==> src/rtl/att_pkg.sv <==
// Shared types, widths and constants of the adaptive tempo tracker.
package att_pkg;

    // Field and register widths
    localparam int TIMER_W    = 48;
    localparam int DELTA_W    = 16;
    localparam int MULT_W     = 32;
    localparam int TEMPO_W    = 10;
    localparam int RATE_W     = 18;
    localparam int HLEN_W     = 4;
    localparam int MODE_W     = 2;
    localparam int FUNC_W     = 2;
    localparam int COUNT_W    = 16;
    localparam int CFG_ADDR_W = 3;
    localparam int CFG_DATA_W = 18;

    // Fraction bits of the Q16.16 multiplier, also the delta quotient width
    localparam int FRAC_W = 16;
    // Sample count times 1000 needs at most 10 extra bits
    localparam int MS_SCALE_W = 10;

    // Shared divider
    localparam int QUO_W     = 32;
    localparam int DIV_CNT_W = 6;

    localparam int DEFAULT_HISTORY_DEPTH = 10;
    localparam int MS_PER_MIN            = 60000;

    // Register indexes
    localparam logic [CFG_ADDR_W-1:0] CFG_MODE  = 3'd0;
    localparam logic [CFG_ADDR_W-1:0] CFG_TEMPO = 3'd1;
    localparam logic [CFG_ADDR_W-1:0] CFG_HLEN  = 3'd2;
    localparam logic [CFG_ADDR_W-1:0] CFG_WMIN  = 3'd3;
    localparam logic [CFG_ADDR_W-1:0] CFG_WMAX  = 3'd4;
    localparam logic [CFG_ADDR_W-1:0] CFG_RATE  = 3'd5;

    // Mode codes
    localparam logic [MODE_W-1:0] MODE_BETWEEN = 2'd1;
    localparam logic [MODE_W-1:0] MODE_SUSTAIN = 2'd2;

    // Reset values
    localparam logic [MODE_W-1:0]  RST_MODE  = 2'd0;
    localparam logic [TEMPO_W-1:0] RST_TEMPO = 10'd120;
    localparam logic [HLEN_W-1:0]  RST_HLEN  = 4'd4;
    localparam logic [DELTA_W-1:0] RST_WMIN  = 16'd0;
    localparam logic [DELTA_W-1:0] RST_WMAX  = 16'd12000;
    localparam logic [RATE_W-1:0]  RST_RATE  = 18'd48000;
    localparam logic [DELTA_W-1:0] HIST_RESET = 16'd500;
    localparam logic [MULT_W-1:0]  MULT_ONE   = 32'h0001_0000;
    localparam logic [MULT_W-1:0]  MULT_MAX   = 32'hFFFF_FFFF;
    localparam logic [DELTA_W-1:0] DELTA_MAX  = 16'hFFFF;

    typedef enum logic [FUNC_W-1:0] {
        FUNC_ADVANCE  = 2'd0,
        FUNC_NOTE_ON  = 2'd1,
        FUNC_NOTE_OFF = 2'd2,
        FUNC_RESET    = 2'd3
    } func_t;

    typedef enum logic [1:0] {
        DIV_DELTA = 2'd0,
        DIV_MULT  = 2'd1,
        DIV_FILL  = 2'd2
    } div_sel_t;

    // Controller to datapath
    typedef struct packed {
        logic     item_load;
        logic     timer_add;
        logic     onset_load;
        logic     diff_load;
        logic     nprod_load;
        logic     div_start;
        div_sel_t div_sel;
        logic     delta_sat;
        logic     delta_load;
        logic     ring_write;
        logic     sum_step;
        logic     mprod_load;
        logic     mult_sat;
        logic     mult_load;
        logic     fill;
        logic     out_load;
        logic     out_upd;
    } cmd_t;

    // Datapath to controller
    typedef struct packed {
        logic [MODE_W-1:0] mode;
        func_t             func;
        logic              hist_zero;
        logic              delta_over;
        logic              window_ok;
        logic              sum_done;
        logic              mult_over;
        logic              div_done;
    } sts_t;

endpackage

==> src/rtl/att_div.sv <==
// Restoring divider, one quotient bit per cycle.
module att_div import att_pkg::*; #(
    parameter int DW = 21
) (
    input  logic                 clk,
    input  logic                 rst_n,
    input  logic                 start,
    input  logic [DW-1:0]        divisor,
    input  logic [DW-1:0]        rem_init,   // must be below divisor
    input  logic [QUO_W-1:0]     num_lo,     // dividend bits, shifted in MSB first
    input  logic [DIV_CNT_W-1:0] nbits,
    output logic                 busy,
    output logic                 done,
    output logic [QUO_W-1:0]     quo
);

    logic [DW-1:0]        d_reg;
    logic [DW-1:0]        rem_reg;
    logic [DW-1:0]        rem_next;
    logic [QUO_W-1:0]     lo_reg;
    logic [QUO_W-1:0]     quo_reg;
    logic [DIV_CNT_W-1:0] cnt_reg;
    logic                 busy_reg;
    logic                 done_reg;
    logic [DW:0]          shifted;
    logic [DW:0]          trial;
    logic                 qbit;

    always_comb
    begin
        shifted  = {rem_reg, lo_reg[QUO_W-1]};
        trial    = shifted - {1'b0, d_reg};
        qbit     = shifted >= {1'b0, d_reg};
        rem_next = qbit ? trial[DW-1:0] : shifted[DW-1:0];
    end

    always_ff @(posedge clk or negedge rst_n)
    begin
        if (!rst_n)
        begin
            busy_reg <= 1'b0;
            done_reg <= 1'b0;
            cnt_reg  <= '0;
        end
        else
        begin
            done_reg <= 1'b0;
            if (start)
            begin
                busy_reg <= 1'b1;
                cnt_reg  <= nbits;
            end
            else if (busy_reg)
            begin
                cnt_reg <= cnt_reg - 1'b1;
                if (cnt_reg == DIV_CNT_W'(1))
                begin
                    busy_reg <= 1'b0;
                    done_reg <= 1'b1;
                end
            end
        end
    end

    always_ff @(posedge clk)
    begin
        if (start)
        begin
            d_reg   <= divisor;
            rem_reg <= rem_init;
            lo_reg  <= num_lo;
            quo_reg <= '0;
        end
        else if (busy_reg)
        begin
            rem_reg <= rem_next;
            lo_reg  <= {lo_reg[QUO_W-2:0], 1'b0};
            quo_reg <= {quo_reg[QUO_W-2:0], qbit};
        end
    end

    assign busy = busy_reg;
    assign done = done_reg;
    assign quo  = quo_reg;

endmodule

==> src/rtl/att_dp.sv <==
// Datapath: configuration, timer, interval ring, accumulator, divider, result register.
module att_dp import att_pkg::*; #(
    parameter int HISTORY_DEPTH = DEFAULT_HISTORY_DEPTH
) (
    input  logic                  clk,
    input  logic                  rst_n,
    input  logic                  cfg_we,
    input  logic [CFG_ADDR_W-1:0] cfg_addr,
    input  logic [CFG_DATA_W-1:0] cfg_data,
    input  logic [FUNC_W-1:0]     in_func,
    input  logic [COUNT_W-1:0]    in_count,
    input  cmd_t                  cmd,
    output sts_t                  sts,
    output logic [MULT_W-1:0]     out_mult,
    output logic [DELTA_W-1:0]    out_delta,
    output logic                  out_upd
);

    localparam int IDX_W  = (HISTORY_DEPTH > 1) ? $clog2(HISTORY_DEPTH) : 1;
    localparam int N_W    = $clog2(HISTORY_DEPTH + 1);
    localparam int SUM_W  = DELTA_W + N_W;
    localparam int PROD_W = SUM_W + TEMPO_W;
    localparam int DEN_W  = $clog2(HISTORY_DEPTH * MS_PER_MIN + 1);
    localparam int DW     = (DEN_W > RATE_W) ? DEN_W : RATE_W;
    localparam int NUM_W  = TIMER_W + MS_SCALE_W;
    localparam int CMP_W  = (PROD_W > DEN_W + FRAC_W) ? PROD_W : DEN_W + FRAC_W;

    // configuration
    logic [MODE_W-1:0]  mode_reg;
    logic [TEMPO_W-1:0] tempo_reg;
    logic [HLEN_W-1:0]  hlen_reg;
    logic [DELTA_W-1:0] wmin_reg;
    logic [DELTA_W-1:0] wmax_reg;
    logic [RATE_W-1:0]  rate_reg;

    // item and state
    func_t              func_reg;
    logic [COUNT_W-1:0] count_reg;
    logic [TIMER_W-1:0] timer_reg;
    logic [TIMER_W-1:0] onset_reg;
    logic [TIMER_W-1:0] diff_reg;
    logic [NUM_W-1:0]   num_reg;
    logic [NUM_W-1:0]   num_next;
    logic [DELTA_W-1:0] delta_reg;
    logic [MULT_W-1:0]  mult_reg;
    logic [DELTA_W-1:0] ring_reg [HISTORY_DEPTH];
    logic [IDX_W-1:0]   idx_reg;
    logic [IDX_W-1:0]   ptr_reg;
    logic [N_W-1:0]     cnt_reg;
    logic [SUM_W-1:0]   sum_reg;
    logic [PROD_W-1:0]  prod_reg;
    logic [DEN_W-1:0]   den_reg;

    logic [TEMPO_W-1:0]   eff_tempo;
    logic [RATE_W-1:0]    eff_rate;
    logic [N_W-1:0]       n_eff;
    logic [IDX_W-1:0]     idx_inc;
    logic [IDX_W-1:0]     ptr_dec;
    logic [PROD_W+DW-1:0] prod_ext;

    // divider operands
    logic [DW-1:0]        div_d;
    logic [DW-1:0]        div_rem;
    logic [QUO_W-1:0]     div_lo;
    logic [DIV_CNT_W-1:0] div_nbits;
    logic                 div_busy;
    logic                 div_done;
    logic [QUO_W-1:0]     div_quo;

    // payload of the result register
    logic [MULT_W-1:0]  out_mult_reg;
    logic [DELTA_W-1:0] out_delta_reg;
    logic               out_upd_reg;

    always_comb
    begin
        eff_tempo = (tempo_reg == '0) ? TEMPO_W'(1) : tempo_reg;
        eff_rate  = (rate_reg == '0) ? RATE_W'(1) : rate_reg;
        n_eff     = (32'(hlen_reg) > HISTORY_DEPTH) ? N_W'(HISTORY_DEPTH) : N_W'(hlen_reg);
        idx_inc   = (idx_reg == IDX_W'(HISTORY_DEPTH - 1)) ? '0 : idx_reg + 1'b1;
        ptr_dec   = (ptr_reg == '0) ? IDX_W'(HISTORY_DEPTH - 1) : ptr_reg - 1'b1;
        // diff * 1000 as diff * (1024 - 16 - 8)
        num_next  = {diff_reg, 10'b0} - NUM_W'({diff_reg, 4'b0}) - NUM_W'({diff_reg, 3'b0});
        prod_ext  = (PROD_W + DW)'(prod_reg);
    end

    always_comb
    begin
        div_d     = '0;
        div_rem   = '0;
        div_lo    = '0;
        div_nbits = '0;
        unique case (cmd.div_sel)
            DIV_DELTA:
            begin
                div_d     = DW'(eff_rate);
                div_rem   = num_reg[FRAC_W +: DW];
                div_lo    = {num_reg[FRAC_W-1:0], FRAC_W'(0)};
                div_nbits = DIV_CNT_W'(FRAC_W);
            end
            DIV_MULT:
            begin
                div_d     = DW'(den_reg);
                div_rem   = prod_ext[FRAC_W +: DW];
                div_lo    = {prod_reg[FRAC_W-1:0], FRAC_W'(0)};
                div_nbits = DIV_CNT_W'(QUO_W);
            end
            DIV_FILL:
            begin
                div_d     = DW'(eff_tempo);
                div_lo    = {FRAC_W'(MS_PER_MIN), FRAC_W'(0)};
                div_nbits = DIV_CNT_W'(FRAC_W);
            end
            default:
            begin
                div_d = '0;
            end
        endcase
    end

    att_div #(
        .DW(DW)
    ) u_div (
        .clk     (clk),
        .rst_n   (rst_n),
        .start   (cmd.div_start),
        .divisor (div_d),
        .rem_init(div_rem),
        .num_lo  (div_lo),
        .nbits   (div_nbits),
        .busy    (div_busy),
        .done    (div_done),
        .quo     (div_quo)
    );

    // configuration registers
    always_ff @(posedge clk or negedge rst_n)
    begin
        if (!rst_n)
        begin
            mode_reg  <= RST_MODE;
            tempo_reg <= RST_TEMPO;
            hlen_reg  <= RST_HLEN;
            wmin_reg  <= RST_WMIN;
            wmax_reg  <= RST_WMAX;
            rate_reg  <= RST_RATE;
        end
        else if (cfg_we)
        begin
            unique case (cfg_addr)
                CFG_MODE:  mode_reg  <= cfg_data[MODE_W-1:0];
                CFG_TEMPO: tempo_reg <= cfg_data[TEMPO_W-1:0];
                CFG_HLEN:  hlen_reg  <= cfg_data[HLEN_W-1:0];
                CFG_WMIN:  wmin_reg  <= cfg_data[DELTA_W-1:0];
                CFG_WMAX:  wmax_reg  <= cfg_data[DELTA_W-1:0];
                CFG_RATE:  rate_reg  <= cfg_data[RATE_W-1:0];
                default:   mode_reg  <= mode_reg;
            endcase
        end
    end

    // architectural state
    always_ff @(posedge clk or negedge rst_n)
    begin
        if (!rst_n)
        begin
            timer_reg <= '0;
            onset_reg <= '0;
            delta_reg <= '0;
            mult_reg  <= MULT_ONE;
            idx_reg   <= '0;
            for (int i = 0; i < HISTORY_DEPTH; i++)
            begin
                ring_reg[i] <= HIST_RESET;
            end
        end
        else
        begin
            if (cmd.timer_add)
            begin
                timer_reg <= timer_reg + TIMER_W'(count_reg);
            end
            if (cmd.onset_load)
            begin
                onset_reg <= timer_reg;
            end
            if (cmd.delta_sat)
            begin
                delta_reg <= DELTA_MAX;
            end
            else if (cmd.delta_load)
            begin
                delta_reg <= div_quo[DELTA_W-1:0];
            end
            if (cmd.mult_sat)
            begin
                mult_reg <= MULT_MAX;
            end
            else if (cmd.mult_load)
            begin
                mult_reg <= div_quo;
            end
            else if (cmd.fill)
            begin
                mult_reg <= MULT_ONE;
            end
            if (cmd.fill)
            begin
                idx_reg <= '0;
                for (int i = 0; i < HISTORY_DEPTH; i++)
                begin
                    ring_reg[i] <= div_quo[DELTA_W-1:0];
                end
            end
            else if (cmd.ring_write)
            begin
                ring_reg[idx_reg] <= delta_reg;
                idx_reg           <= idx_inc;
            end
        end
    end

    // working registers of one item
    always_ff @(posedge clk)
    begin
        if (cmd.item_load)
        begin
            func_reg  <= func_t'(in_func);
            count_reg <= in_count;
        end
        if (cmd.diff_load)
        begin
            diff_reg <= timer_reg - onset_reg;
        end
        if (cmd.nprod_load)
        begin
            num_reg <= num_next;
        end
        if (cmd.ring_write)
        begin
            // walk back from the new write position
            ptr_reg <= idx_inc;
            cnt_reg <= '0;
            sum_reg <= '0;
        end
        else if (cmd.sum_step)
        begin
            ptr_reg <= ptr_dec;
            cnt_reg <= cnt_reg + 1'b1;
            sum_reg <= sum_reg + SUM_W'(ring_reg[ptr_dec]);
        end
        if (cmd.mprod_load)
        begin
            prod_reg <= PROD_W'(sum_reg) * PROD_W'(eff_tempo);
            den_reg  <= DEN_W'(n_eff * MS_PER_MIN);
        end
        if (cmd.out_load)
        begin
            out_mult_reg  <= mult_reg;
            out_delta_reg <= delta_reg;
            out_upd_reg   <= cmd.out_upd;
        end
    end

    always_comb
    begin
        sts.mode       = mode_reg;
        sts.func       = func_reg;
        sts.hist_zero  = (hlen_reg == '0);
        sts.delta_over = num_reg >= NUM_W'({eff_rate, FRAC_W'(0)});
        sts.window_ok  = (delta_reg > wmin_reg) && (delta_reg < wmax_reg);
        sts.sum_done   = (cnt_reg == n_eff);
        sts.mult_over  = CMP_W'(prod_reg) >= CMP_W'({den_reg, FRAC_W'(0)});
        sts.div_done   = div_done;
    end

    assign out_mult  = out_mult_reg;
    assign out_delta = out_delta_reg;
    assign out_upd   = out_upd_reg;

`ifndef ASSERT_OFF
    a_div_idle_at_start: assert property (@(posedge clk) disable iff (!rst_n)
        cmd.div_start |-> !div_busy)
        else $error("divider started while busy");

    a_idx_in_range: assert property (@(posedge clk) disable iff (!rst_n)
        32'(idx_reg) < HISTORY_DEPTH)
        else $error("write index out of range");

    a_ring_write_in_window: assert property (@(posedge clk) disable iff (!rst_n)
        cmd.ring_write |-> sts.window_ok)
        else $error("ring written with interval outside window");

    a_fill_restores: assert property (@(posedge clk) disable iff (!rst_n)
        cmd.fill |=> (mult_reg == MULT_ONE) && (idx_reg == '0))
        else $error("reset item did not restore multiplier and index");

    a_sum_bounded: assert property (@(posedge clk) disable iff (!rst_n)
        cmd.sum_step |-> !sts.sum_done)
        else $error("accumulator stepped past history length");
`endif

endmodule

==> src/rtl/att_ctrl.sv <==
// Controller: sequences one item at a time through the datapath.
module att_ctrl import att_pkg::*; (
    input  logic clk,
    input  logic rst_n,
    input  logic in_valid,
    output logic in_ready,
    output logic out_valid,
    input  logic out_ready,
    input  sts_t sts,
    output cmd_t cmd
);

    typedef enum logic [3:0] {
        S_IDLE,
        S_DISPATCH,
        S_DIFF,
        S_NPROD,
        S_DCHK,
        S_DDIV,
        S_WIN,
        S_SUM,
        S_MPROD,
        S_MCHK,
        S_MDIV,
        S_MEND,
        S_FDIV,
        S_FINISH
    } state_t;

    state_t state_reg;
    state_t state_next;
    logic   out_valid_reg;
    logic   upd_reg;
    logic   active;

    assign active = (sts.mode == MODE_BETWEEN) || (sts.mode == MODE_SUSTAIN);

    always_comb
    begin
        cmd        = '0;
        state_next = state_reg;
        unique case (state_reg)
            S_IDLE:
            begin
                if (in_valid)
                begin
                    cmd.item_load = 1'b1;
                    state_next    = S_DISPATCH;
                end
            end
            S_DISPATCH:
            begin
                if (!active)
                begin
                    state_next = S_FINISH;
                end
                else
                begin
                    unique case (sts.func)
                        FUNC_ADVANCE:
                        begin
                            cmd.timer_add = 1'b1;
                            state_next    = S_FINISH;
                        end
                        FUNC_NOTE_ON:
                        begin
                            if (sts.mode == MODE_BETWEEN && !sts.hist_zero)
                            begin
                                state_next = S_DIFF;
                            end
                            else
                            begin
                                cmd.onset_load = 1'b1;
                                state_next     = S_FINISH;
                            end
                        end
                        FUNC_NOTE_OFF:
                        begin
                            if (sts.mode == MODE_SUSTAIN && !sts.hist_zero)
                            begin
                                state_next = S_DIFF;
                            end
                            else
                            begin
                                state_next = S_FINISH;
                            end
                        end
                        FUNC_RESET:
                        begin
                            cmd.div_start = 1'b1;
                            cmd.div_sel   = DIV_FILL;
                            state_next    = S_FDIV;
                        end
                        default:
                        begin
                            state_next = S_FINISH;
                        end
                    endcase
                end
            end
            S_DIFF:
            begin
                cmd.diff_load = 1'b1;
                state_next    = S_NPROD;
            end
            S_NPROD:
            begin
                cmd.nprod_load = 1'b1;
                state_next     = S_DCHK;
            end
            S_DCHK:
            begin
                if (sts.delta_over)
                begin
                    cmd.delta_sat = 1'b1;
                    state_next    = S_WIN;
                end
                else
                begin
                    cmd.div_start = 1'b1;
                    cmd.div_sel   = DIV_DELTA;
                    state_next    = S_DDIV;
                end
            end
            S_DDIV:
            begin
                cmd.div_sel = DIV_DELTA;
                if (sts.div_done)
                begin
                    cmd.delta_load = 1'b1;
                    state_next     = S_WIN;
                end
            end
            S_WIN:
            begin
                if (sts.window_ok)
                begin
                    cmd.ring_write = 1'b1;
                    state_next     = S_SUM;
                end
                else
                begin
                    state_next = S_MEND;
                end
            end
            S_SUM:
            begin
                if (!sts.sum_done)
                begin
                    cmd.sum_step = 1'b1;
                end
                else
                begin
                    state_next = S_MPROD;
                end
            end
            S_MPROD:
            begin
                cmd.mprod_load = 1'b1;
                state_next     = S_MCHK;
            end
            S_MCHK:
            begin
                if (sts.mult_over)
                begin
                    cmd.mult_sat = 1'b1;
                    state_next   = S_MEND;
                end
                else
                begin
                    cmd.div_start = 1'b1;
                    cmd.div_sel   = DIV_MULT;
                    state_next    = S_MDIV;
                end
            end
            S_MDIV:
            begin
                cmd.div_sel = DIV_MULT;
                if (sts.div_done)
                begin
                    cmd.mult_load = 1'b1;
                    state_next    = S_MEND;
                end
            end
            S_MEND:
            begin
                // a note-on records its onset after measuring
                cmd.onset_load = (sts.func == FUNC_NOTE_ON);
                state_next     = S_FINISH;
            end
            S_FDIV:
            begin
                cmd.div_sel = DIV_FILL;
                if (sts.div_done)
                begin
                    cmd.fill   = 1'b1;
                    state_next = S_FINISH;
                end
            end
            S_FINISH:
            begin
                if (!out_valid_reg || out_ready)
                begin
                    cmd.out_load = 1'b1;
                    cmd.out_upd  = upd_reg;
                    state_next   = S_IDLE;
                end
            end
            default:
            begin
                state_next = S_IDLE;
            end
        endcase
    end

    always_ff @(posedge clk or negedge rst_n)
    begin
        if (!rst_n)
        begin
            state_reg     <= S_IDLE;
            out_valid_reg <= 1'b0;
            upd_reg       <= 1'b0;
        end
        else
        begin
            state_reg <= state_next;
            if (cmd.out_load)
            begin
                out_valid_reg <= 1'b1;
            end
            else if (out_ready)
            begin
                out_valid_reg <= 1'b0;
            end
            if (cmd.item_load)
            begin
                upd_reg <= 1'b0;
            end
            else if (cmd.ring_write)
            begin
                upd_reg <= 1'b1;
            end
        end
    end

    assign in_ready  = (state_reg == S_IDLE);
    assign out_valid = out_valid_reg;

endmodule

==> src/rtl/adaptive_tempo_tracker.sv <==
// Top level of the adaptive tempo tracker: controller, datapath and ports.
// Input to output transfer: time-advance, ignored and non-measuring items go straight to the
//   result; a reset item and a measured note event wait on the one-bit-per-cycle shared
//   divider, and a note event that enters the history also sums its averaged entries.
// Throughput: one item at a time; the next input is taken once the result is in the output
//   register. Reset: rst_n async, active low; defaults, timer and onset 0, history 500, 1.0.
module adaptive_tempo_tracker import att_pkg::*; #(
    parameter int HISTORY_DEPTH = DEFAULT_HISTORY_DEPTH
) (
    input  logic                  clk,
    input  logic                  rst_n,

    // configuration write port
    input  logic                  cfg_we,
    input  logic [CFG_ADDR_W-1:0] cfg_addr,
    input  logic [CFG_DATA_W-1:0] cfg_data,

    // input stream
    input  logic                  s_axis_tvalid,
    output logic                  s_axis_tready,
    input  logic [15:0]           s_axis_tdata,   // [15:0] sample_count
    input  logic [1:0]            s_axis_tuser,   // [1:0] func

    // result stream
    output logic                  m_axis_tvalid,
    input  logic                  m_axis_tready,
    output logic [47:0]           m_axis_tdata,   // [31:0] period_multiplier, [47:32] last_delta_ms
    output logic [0:0]            m_axis_tuser    // [0] updated
);

    cmd_t               cmd;
    sts_t               sts;
    logic [MULT_W-1:0]  out_mult;
    logic [DELTA_W-1:0] out_delta;
    logic               out_upd;

    // Sequencer: accepts a transfer in idle, walks the measurement steps,
    // and parks the result in the output register.
    att_ctrl u_ctrl (
        .clk      (clk),
        .rst_n    (rst_n),
        .in_valid (s_axis_tvalid),
        .in_ready (s_axis_tready),
        .out_valid(m_axis_tvalid),
        .out_ready(m_axis_tready),
        .sts      (sts),
        .cmd      (cmd)
    );

    // Timer, onset time, interval ring, running sum and shared divider.
    att_dp #(
        .HISTORY_DEPTH(HISTORY_DEPTH)
    ) u_dp (
        .clk      (clk),
        .rst_n    (rst_n),
        .cfg_we   (cfg_we),
        .cfg_addr (cfg_addr),
        .cfg_data (cfg_data),
        .in_func  (s_axis_tuser[FUNC_W-1:0]),
        .in_count (s_axis_tdata[COUNT_W-1:0]),
        .cmd      (cmd),
        .sts      (sts),
        .out_mult (out_mult),
        .out_delta(out_delta),
        .out_upd  (out_upd)
    );

    assign m_axis_tdata = {out_delta, out_mult};
    assign m_axis_tuser = out_upd;

endmodule

==> config.mk <==
export PLATFORM = sky130hd
export DESIGN_NAME = adaptive_tempo_tracker
export DESIGN_NICKNAME = d
export VERILOG_FILES = /design/src/rtl/att_pkg.sv /design/src/rtl/att_div.sv /design/src/rtl/att_dp.sv /design/src/rtl/att_ctrl.sv /design/src/rtl/adaptive_tempo_tracker.sv
export SDC_FILE = /design/constraint.sdc
export NUM_CORES = 2
export LEC_CHECK = 0
export ABC_AREA = 1
export BUFFER_PORTS_ARGS = -buffer_cell sky130_fd_sc_hd__clkbuf_2
export CAP_MARGIN = 25
export CORE_AREA = 4 4 329 331
export CTS_CLUSTER_SIZE = 30
export DETAILED_ROUTE_END_ITERATION = 16
export DIE_AREA = 0 0 333 335
export PLACE_DENSITY = 0.65
export SLEW_MARGIN = 15
export SYNTH_ARGS = -nofsm -noshare
export SYNTH_HDL_FRONTEND = slang
export SYNTH_SLANG_ARGS = --single-unit
==> constraint.sdc <==
create_clock -name clk -period 6.1 [get_ports clk]
set_input_delay 1.22 -clock clk [delete_from_list [all_inputs] [get_ports clk]]
set_output_delay 1.22 -clock clk [all_outputs]
set_load 0.05 [all_outputs]
==> Yosys cells after proc, flatten, opt, wreduce, memory -nomap -nowiden <==
Cells that the tools add are included.
{ "word_totals": {"register_bits": 738, "latch_bits": 0, "mem_bits_rw": 0, "romBits": 0, "input_bits": 44, "output_inout_bits": 51, "elab_cells": 220, "mem_count": 0} }
{ "op_classes": {"add_sub_neg": 10, "multipliers": 2, "n_div": 0, "magnitude_cmp": 9, "eq_ne": 34, "shifts": 0, "n_mux": 88, "n_bitwise": 2, "reduce_logical": 32} }
{ "ops": {"columns": ["op", "count"], "rows": [
  ["$mux 160", 2],
  ["$bwmux 160", 1],
  ["$mux 32", 5],
  ["$pmux 32 s3", 1],
  ["$mux 16", 5],
  ["$mux 4", 17],
  ["$bmux 16 s4", 1],
  ["$demux 16 s4", 1],
  ["$mux 20", 3],
  ["$pmux 20 s3", 1],
  ["$ge 58x34->1", 1],
  ["$sub 58x51->58", 1],
  ["$sub 58x52->58", 1],
  ["$pmux 4 s14", 1],
  ["$add 48x16->48", 1],
  ["$sub 48x48->48", 1],
  ["$pmux 20 s2", 1],
  ["$ge 30x36->1", 1],
  ["$mux 1", 32],
  ["$mul 20x10->30", 1],
  ["$eq 4x4->1 const B", 7],
  ["$ge 21x20->1", 1],
  ["$add 20x16->20", 1],
  ["$sub 20x20->20", 1],
  ["other kinds (45)", 89]
]} }

==> Longest topological paths before layout <==
{ "logic_depth": {"depth_word": 9, "mapped_depth": 28, "ltp_nobuf": 25} }

==> Modules after synthesis <==
A second synthesis with hierarchy kept.
{ "unflattened": {"cells_unflattened": 6792, "hier_area_um2": 51872.2} }
{ "by_module_without_submodules": {"columns": ["mod", "n_inst", "cells_each", "area_per_inst_um2", "seq_area_each_um2"], "rows": [
  ["att_dp", 1, 5928, 45102.0, 16515.8],
  ["att_div", 1, 734, 6004.5, 3002.9],
  ["att_ctrl", 1, 130, 765.7, 150.1]
]} }

==> Worst setup path before layout <==
OpenSTA, ideal clock, no wires.
{ "synth_timing": {"path_type": "reg2reg", "start": "register u_dp.tempo_reg[6]", "end": "register u_dp.prod_reg[29], data pin", "setup_time_ns": 0.262, "t_arrival_ns": 4.781, "t_required_ns": 5.838, "slack_ns": 1.057, "stages_incl_launch_ff": 20, "path_buffers": 1, "synth_period_minus_slack_ns": 5.043, "path_cell_list": "dfstp_2 clkbuf_1 nand2_1 fa_1 inv_1 fa_1 fa_1 fa_1 inv_1 fa_1 inv_1 ha_1 nand2_1 inv_1 nand2_1 nor3_1 nand4_1 nand3_1 a21oi_1 xor2_1"} }
{ "synth_via": {"elab_chain_len": 3} }
{ "synth_lines": {"columns": ["element", "line_no", "rtl"], "rows": [
  ["start, declared", "att_dp.sv:30", "logic [TEMPO_W-1:0] tempo_reg;"],
  ["start signal, assigned", "att_dp.sv:152", "CFG_TEMPO: tempo_reg <= cfg_data[TEMPO_W-1:0];"],
  ["$logic_not 10->1", "att_dp.sv:77", "eff_tempo = (tempo_reg == '0) ? TEMPO_W'(1) : tempo_reg;"],
  ["$mux 10 *", "att_dp.sv:77", null],
  ["$mul 20x10->30 *", "att_dp.sv:254", "prod_reg <= PROD_W'(sum_reg) * PROD_W'(eff_tempo);"],
  ["end signal, assigned", "att_dp.sv:254", null],
  ["end, declared", "att_dp.sv:51", "logic [PROD_W-1:0] prod_reg;"]
]} }
Mark *: on every way between the ends. The rest lies on a longest branch, timed or not.
A chain may end at the register's enable or synchronous reset.

==> Final worst setup path <==
{ "layout_timing": {"start": "register u_dp.tempo_reg[2]", "end": "register u_dp.prod_reg[25], data pin"} }
Same word-level chain as after synthesis.

==> impl_metrics.env <==
export IMPL_crit_path_cell_trace="nand2_1, fa_1, inv_1, fa_1, inv_1, fa_1, fa_1, inv_1, fa_1, ha_1, nand2_1, nor3_1, nand4_1, nand3_1, a21oi_1, xor2_1"
export IMPL_die_y_um=335
export IMPL_area_growth_pct=8.718
export IMPL_wl_um=170100
export IMPL_reg2reg_depth=16
export IMPL_cp_top_family="adder cells"
export IMPL_antenna_found_initial=7
export IMPL_relSlewSlack_pct=35.12
export IMPL_critPathKind="reg2reg"
export IMPL_max_slew_worst_pin_slew_ns=0.9721
export IMPL_coreArea_um2=105100
export IMPL_drtIter0Drc=4756
export IMPL_drive_gt1_share_pct=6.152
export IMPL_period_share_pct=93.55
export IMPL_synth_seq_cells=719
export IMPL_post_cts_buffers=0
export IMPL_crit_buf_inv=3
export IMPL_io_pin_count=95
export IMPL_grt_pass1_vias=45270
export IMPL_pwr_density_cell_nw_per_um2=626.4
export IMPL_syn_area_per_cell_um2=7.637
export IMPL_drv_slew=0
export IMPL_track_usage_pct=30.14
export IMPL_crit_path_end_kind="flip-flop"
export IMPL_synth_edf_count=275
export IMPL_io_buffers=94
export IMPL_holdCritStartpoint="u_dp.mult_reg[23]$_DFFE_PN0P_"
export IMPL_path_common_cell="fa_1"
export IMPL_cts_sinks=719
export IMPL_cts_buffer_depth=3
export IMPL_arrival_ns=6.09
export IMPL_synth_area_um2=52240
export IMPL_seq_area_frac_synth_pct=36.73
export IMPL_htreeDepth=3
export IMPL_wl_per_cell_um=20.49
export IMPL_ys_warnings_count=0
export IMPL_synthArstFlopShare_pct=53.96
export IMPL_max_stage_delay_ns=0.96
export IMPL_ir_drop_v=0.0005282
export IMPL_cts_tree="built"
export IMPL_grt_max_degree=132
export IMPL_p_leak_uw=0.02812
export IMPL_clk_latency_ns=0.69
export IMPL_p_clk_share_pct=14.5
export IMPL_layout_commonest_cell="nand2_1"
export IMPL_place_hpwl_um=128200
export IMPL_crit_slowest_cell="dfrtp_1"
export IMPL_p_sw_share_pct=51.18
export IMPL_drc=0
export IMPL_setup_viol=0
export IMPL_synth_nets=7383
export IMPL_grt_pass1_wl_um=264600
export IMPL_cts_resized=0
export IMPL_place_gp_congestion=0.9762
export IMPL_grt_overflow_total=0
export IMPL_period_needed_ns=5.707
export IMPL_p_comb_share_pct=61.7
export IMPL_vias_per_cell=5.634
export IMPL_p_seq_share_pct=23.8
export IMPL_p_int_uw=17370
export IMPL_ys_flop_type="dfrtp_1"
export IMPL_worst_endpoint_required_ns=6.48
export IMPL_num_vias=46770
export IMPL_fin_skew_ns=0.05100
export IMPL_rsz0062_at_grt="no"
export IMPL_r2r_start="u_dp.tempo_reg[2]$_DFFE_PN0P_"
export IMPL_critPathMaxFanout=23
export IMPL_rows=119
export IMPL_hold_path_class="reg2reg"
export IMPL_fin_nets=7382
export IMPL_drt_pass1_iterations=8
export IMPL_whs_endpoint="u_dp.out_mult[23]$_DFFE_PP_"
export IMPL_placed_area_um2=53950
export IMPL_die_w_um=333
export IMPL_ant_nets=0
export IMPL_clock_fmax_mhz=175.2
export IMPL_cts_buffers_inserted=81
export IMPL_r2r_end="u_dp.prod_reg[25]$_DFFE_PP_"
export IMPL_hold_viol_final=0
export IMPL_root_buffer="clkbuf_16"
export IMPL_most_common_layout_cells="1,777 x nand2_1, 953 x inv_1, 658 x nand3_1, 576 x nor2_1, 401 x o21ai_0"
export IMPL_regToRegSetupSlack_ns=0.39
export IMPL_start_kind="flip-flop"
export IMPL_p_sw_uw=18210
export IMPL_maxCapViolations=0
export IMPL_stdcell_area_um2=56790
export IMPL_cts_hold_buf=0
export IMPL_initial_utilization_pct=49.70
export IMPL_synth_cell_types=49
export IMPL_syn_inst=6840
export IMPL_fillers=10200
export IMPL_die_area_um2=111600
export IMPL_cts_clk_slew_worst_paths_ns=0.06
export IMPL_largest_register_ffs=160
export IMPL_outcome="completed"
export IMPL_holdPathStages=0
export IMPL_setup_tns_ns=0
[power by group through the flow]
stage          logic, uW  registers [uW]  clock network, uW
2_1_floorplan      15600            7850                  0
3_3_place_gp       21600            8530                  0
3_5_place_dp       21700            8540                  0
4_1_cts            21900            8470               5240
5_1_grt            24900            8580               5430
6_report           22000            8470               5160
[worst register-to-register path, stage by stage (launching register included)]
cell and delay, ns:
dfrtp_1 0.96, nand2_1 0.19, fa_1 0.54, inv_1 0.06, fa_1 0.50, inv_1 0.05
fa_1 0.48, fa_1 0.55, inv_1 0.06, fa_1 0.49, ha_1 0.44, nand2_1 0.18
nor3_1 0.30, nand4_1 0.16, nand3_1 0.21, a21oi_1 0.11, xor2_1 0.15
[stage by stage]
stage | total power, uW | setup WS [ns] | instances | hold slack, ns | util, %
after floorplan | 23420 | 1.057 | 6840 | 0.4257 | -
after global placement | 30120 | 0.5050 | 8144 | 0.4312 | 51.31
after detailed placement | 30220 | 0.4890 | 8145 | 0.4386 | 51.33
after CTS | 35580 | 0.4653 | 8297 | 0.4530 | 53.98
after global routing | 38860 | 0.04939 | 8299 | 0.4644 | 54.02
final | 35580 | 0.3934 | 8301 | 0.4523 | 54.03
[layer usage]
layer	share of wire (%)	up-vias	track usage, %
li1	-	22320	-
met1	42	22240	40.60
met2	46	1823	49.36
met3	7.5	381	5.259
met4	3.9	2	10.38
met5	0.0065	-	0
[worst max-delay path by stage]
stage | start | endpoint | depth (start not counted)
2_1_floorplan | u_dp.tempo_reg[6]$_DFFE_PN1P_ | u_dp.prod_reg[29]$_DFFE_PP_ | 19
3_3_place_gp | u_dp.tempo_reg[7]$_DFFE_PN0P_ | u_dp.prod_reg[29]$_DFFE_PP_ | 18
3_5_place_dp | u_dp.tempo_reg[2]$_DFFE_PN0P_ | u_dp.prod_reg[22]$_DFFE_PP_ | 17
4_1_cts | u_dp.tempo_reg[2]$_DFFE_PN0P_ | u_dp.prod_reg[22]$_DFFE_PP_ | 17
5_1_grt | u_dp.tempo_reg[2]$_DFFE_PN0P_ | u_dp.prod_reg[29]$_DFFE_PP_ | 18
6_report | u_dp.tempo_reg[2]$_DFFE_PN0P_ | u_dp.prod_reg[25]$_DFFE_PP_ | 16
[cells in the mapped netlist, types with 9 or more instances]
master | number | share of area, %
edfxtp_1 | 275 | 16
buf_4 | 13 | 0.19
o21ai_0 | 401 | 3.8
a21oi_1 | 346 | 3.3
a21o_1 | 23 | 0.33
a22oi_1 | 29 | 0.42
nand4_1 | 104 | 1.2
a21boi_0 | 11 | 0.16
dfstp_2 | 80 | 4.0
buf_1 | 13 | 0.093
o211ai_1 | 39 | 0.56
ha_1 | 310 | 7.4
dfrtp_1 | 308 | 15
inv_2 | 13 | 0.093
o31ai_1 | 98 | 1.4
inv_1 | 953 | 6.8
a31oi_1 | 13 | 0.16
dfxtp_1 | 56 | 2.1
nand3_1 | 659 | 6.3
nand2_1 | 1779 | 13
clkbuf_1 | 123 | 0.88
xor2_1 | 116 | 1.9
nor4_1 | 14 | 0.17
nand2_2 | 9 | 0.11
fa_1 | 189 | 7.2
nand3b_1 | 14 | 0.20
nor2_1 | 581 | 4.2
or2_2 | 11 | 0.13
xnor2_1 | 42 | 0.70
buf_2 | 83 | 0.80
nor3_1 | 57 | 0.55
o21bai_1 | 28 | 0.40
[area by class of cell]
| cell class | count | area [um2] | share of cell area, % |
|---|---|---|---|
| Multi-Input combinational cell | 4917 | 28430 | 50.06 |
| Inverter | 970 | 3646 | 6.420 |
| Clock buffer | 113 | 2341 | 4.122 |
| Tap cell | 1391 | 1740 | 3.064 |
| Clock inverter | 39 | 451.7 | 0.7953 |
| Sequential cell | 719 | 19190 | 33.79 |
| Timing Repair Buffer | 150 | 991.0 | 1.745 |
| Antenna cell | 2 | 5.005 | 0.008812 |
[cell families after synthesis]
family	Yosys count	share of synthesized area (%)
AO/OA/AOI/OAI	1005	10.80
XOR/XNOR	158	2.649
adder cells (fa/ha/maj)	499	14.67
buffers and inverters	1204	8.972
flip-flops	719	36.73
AND/OR/NAND/NOR	3255	26.18
Note: power is estimated with default switching activity, not from simulation.
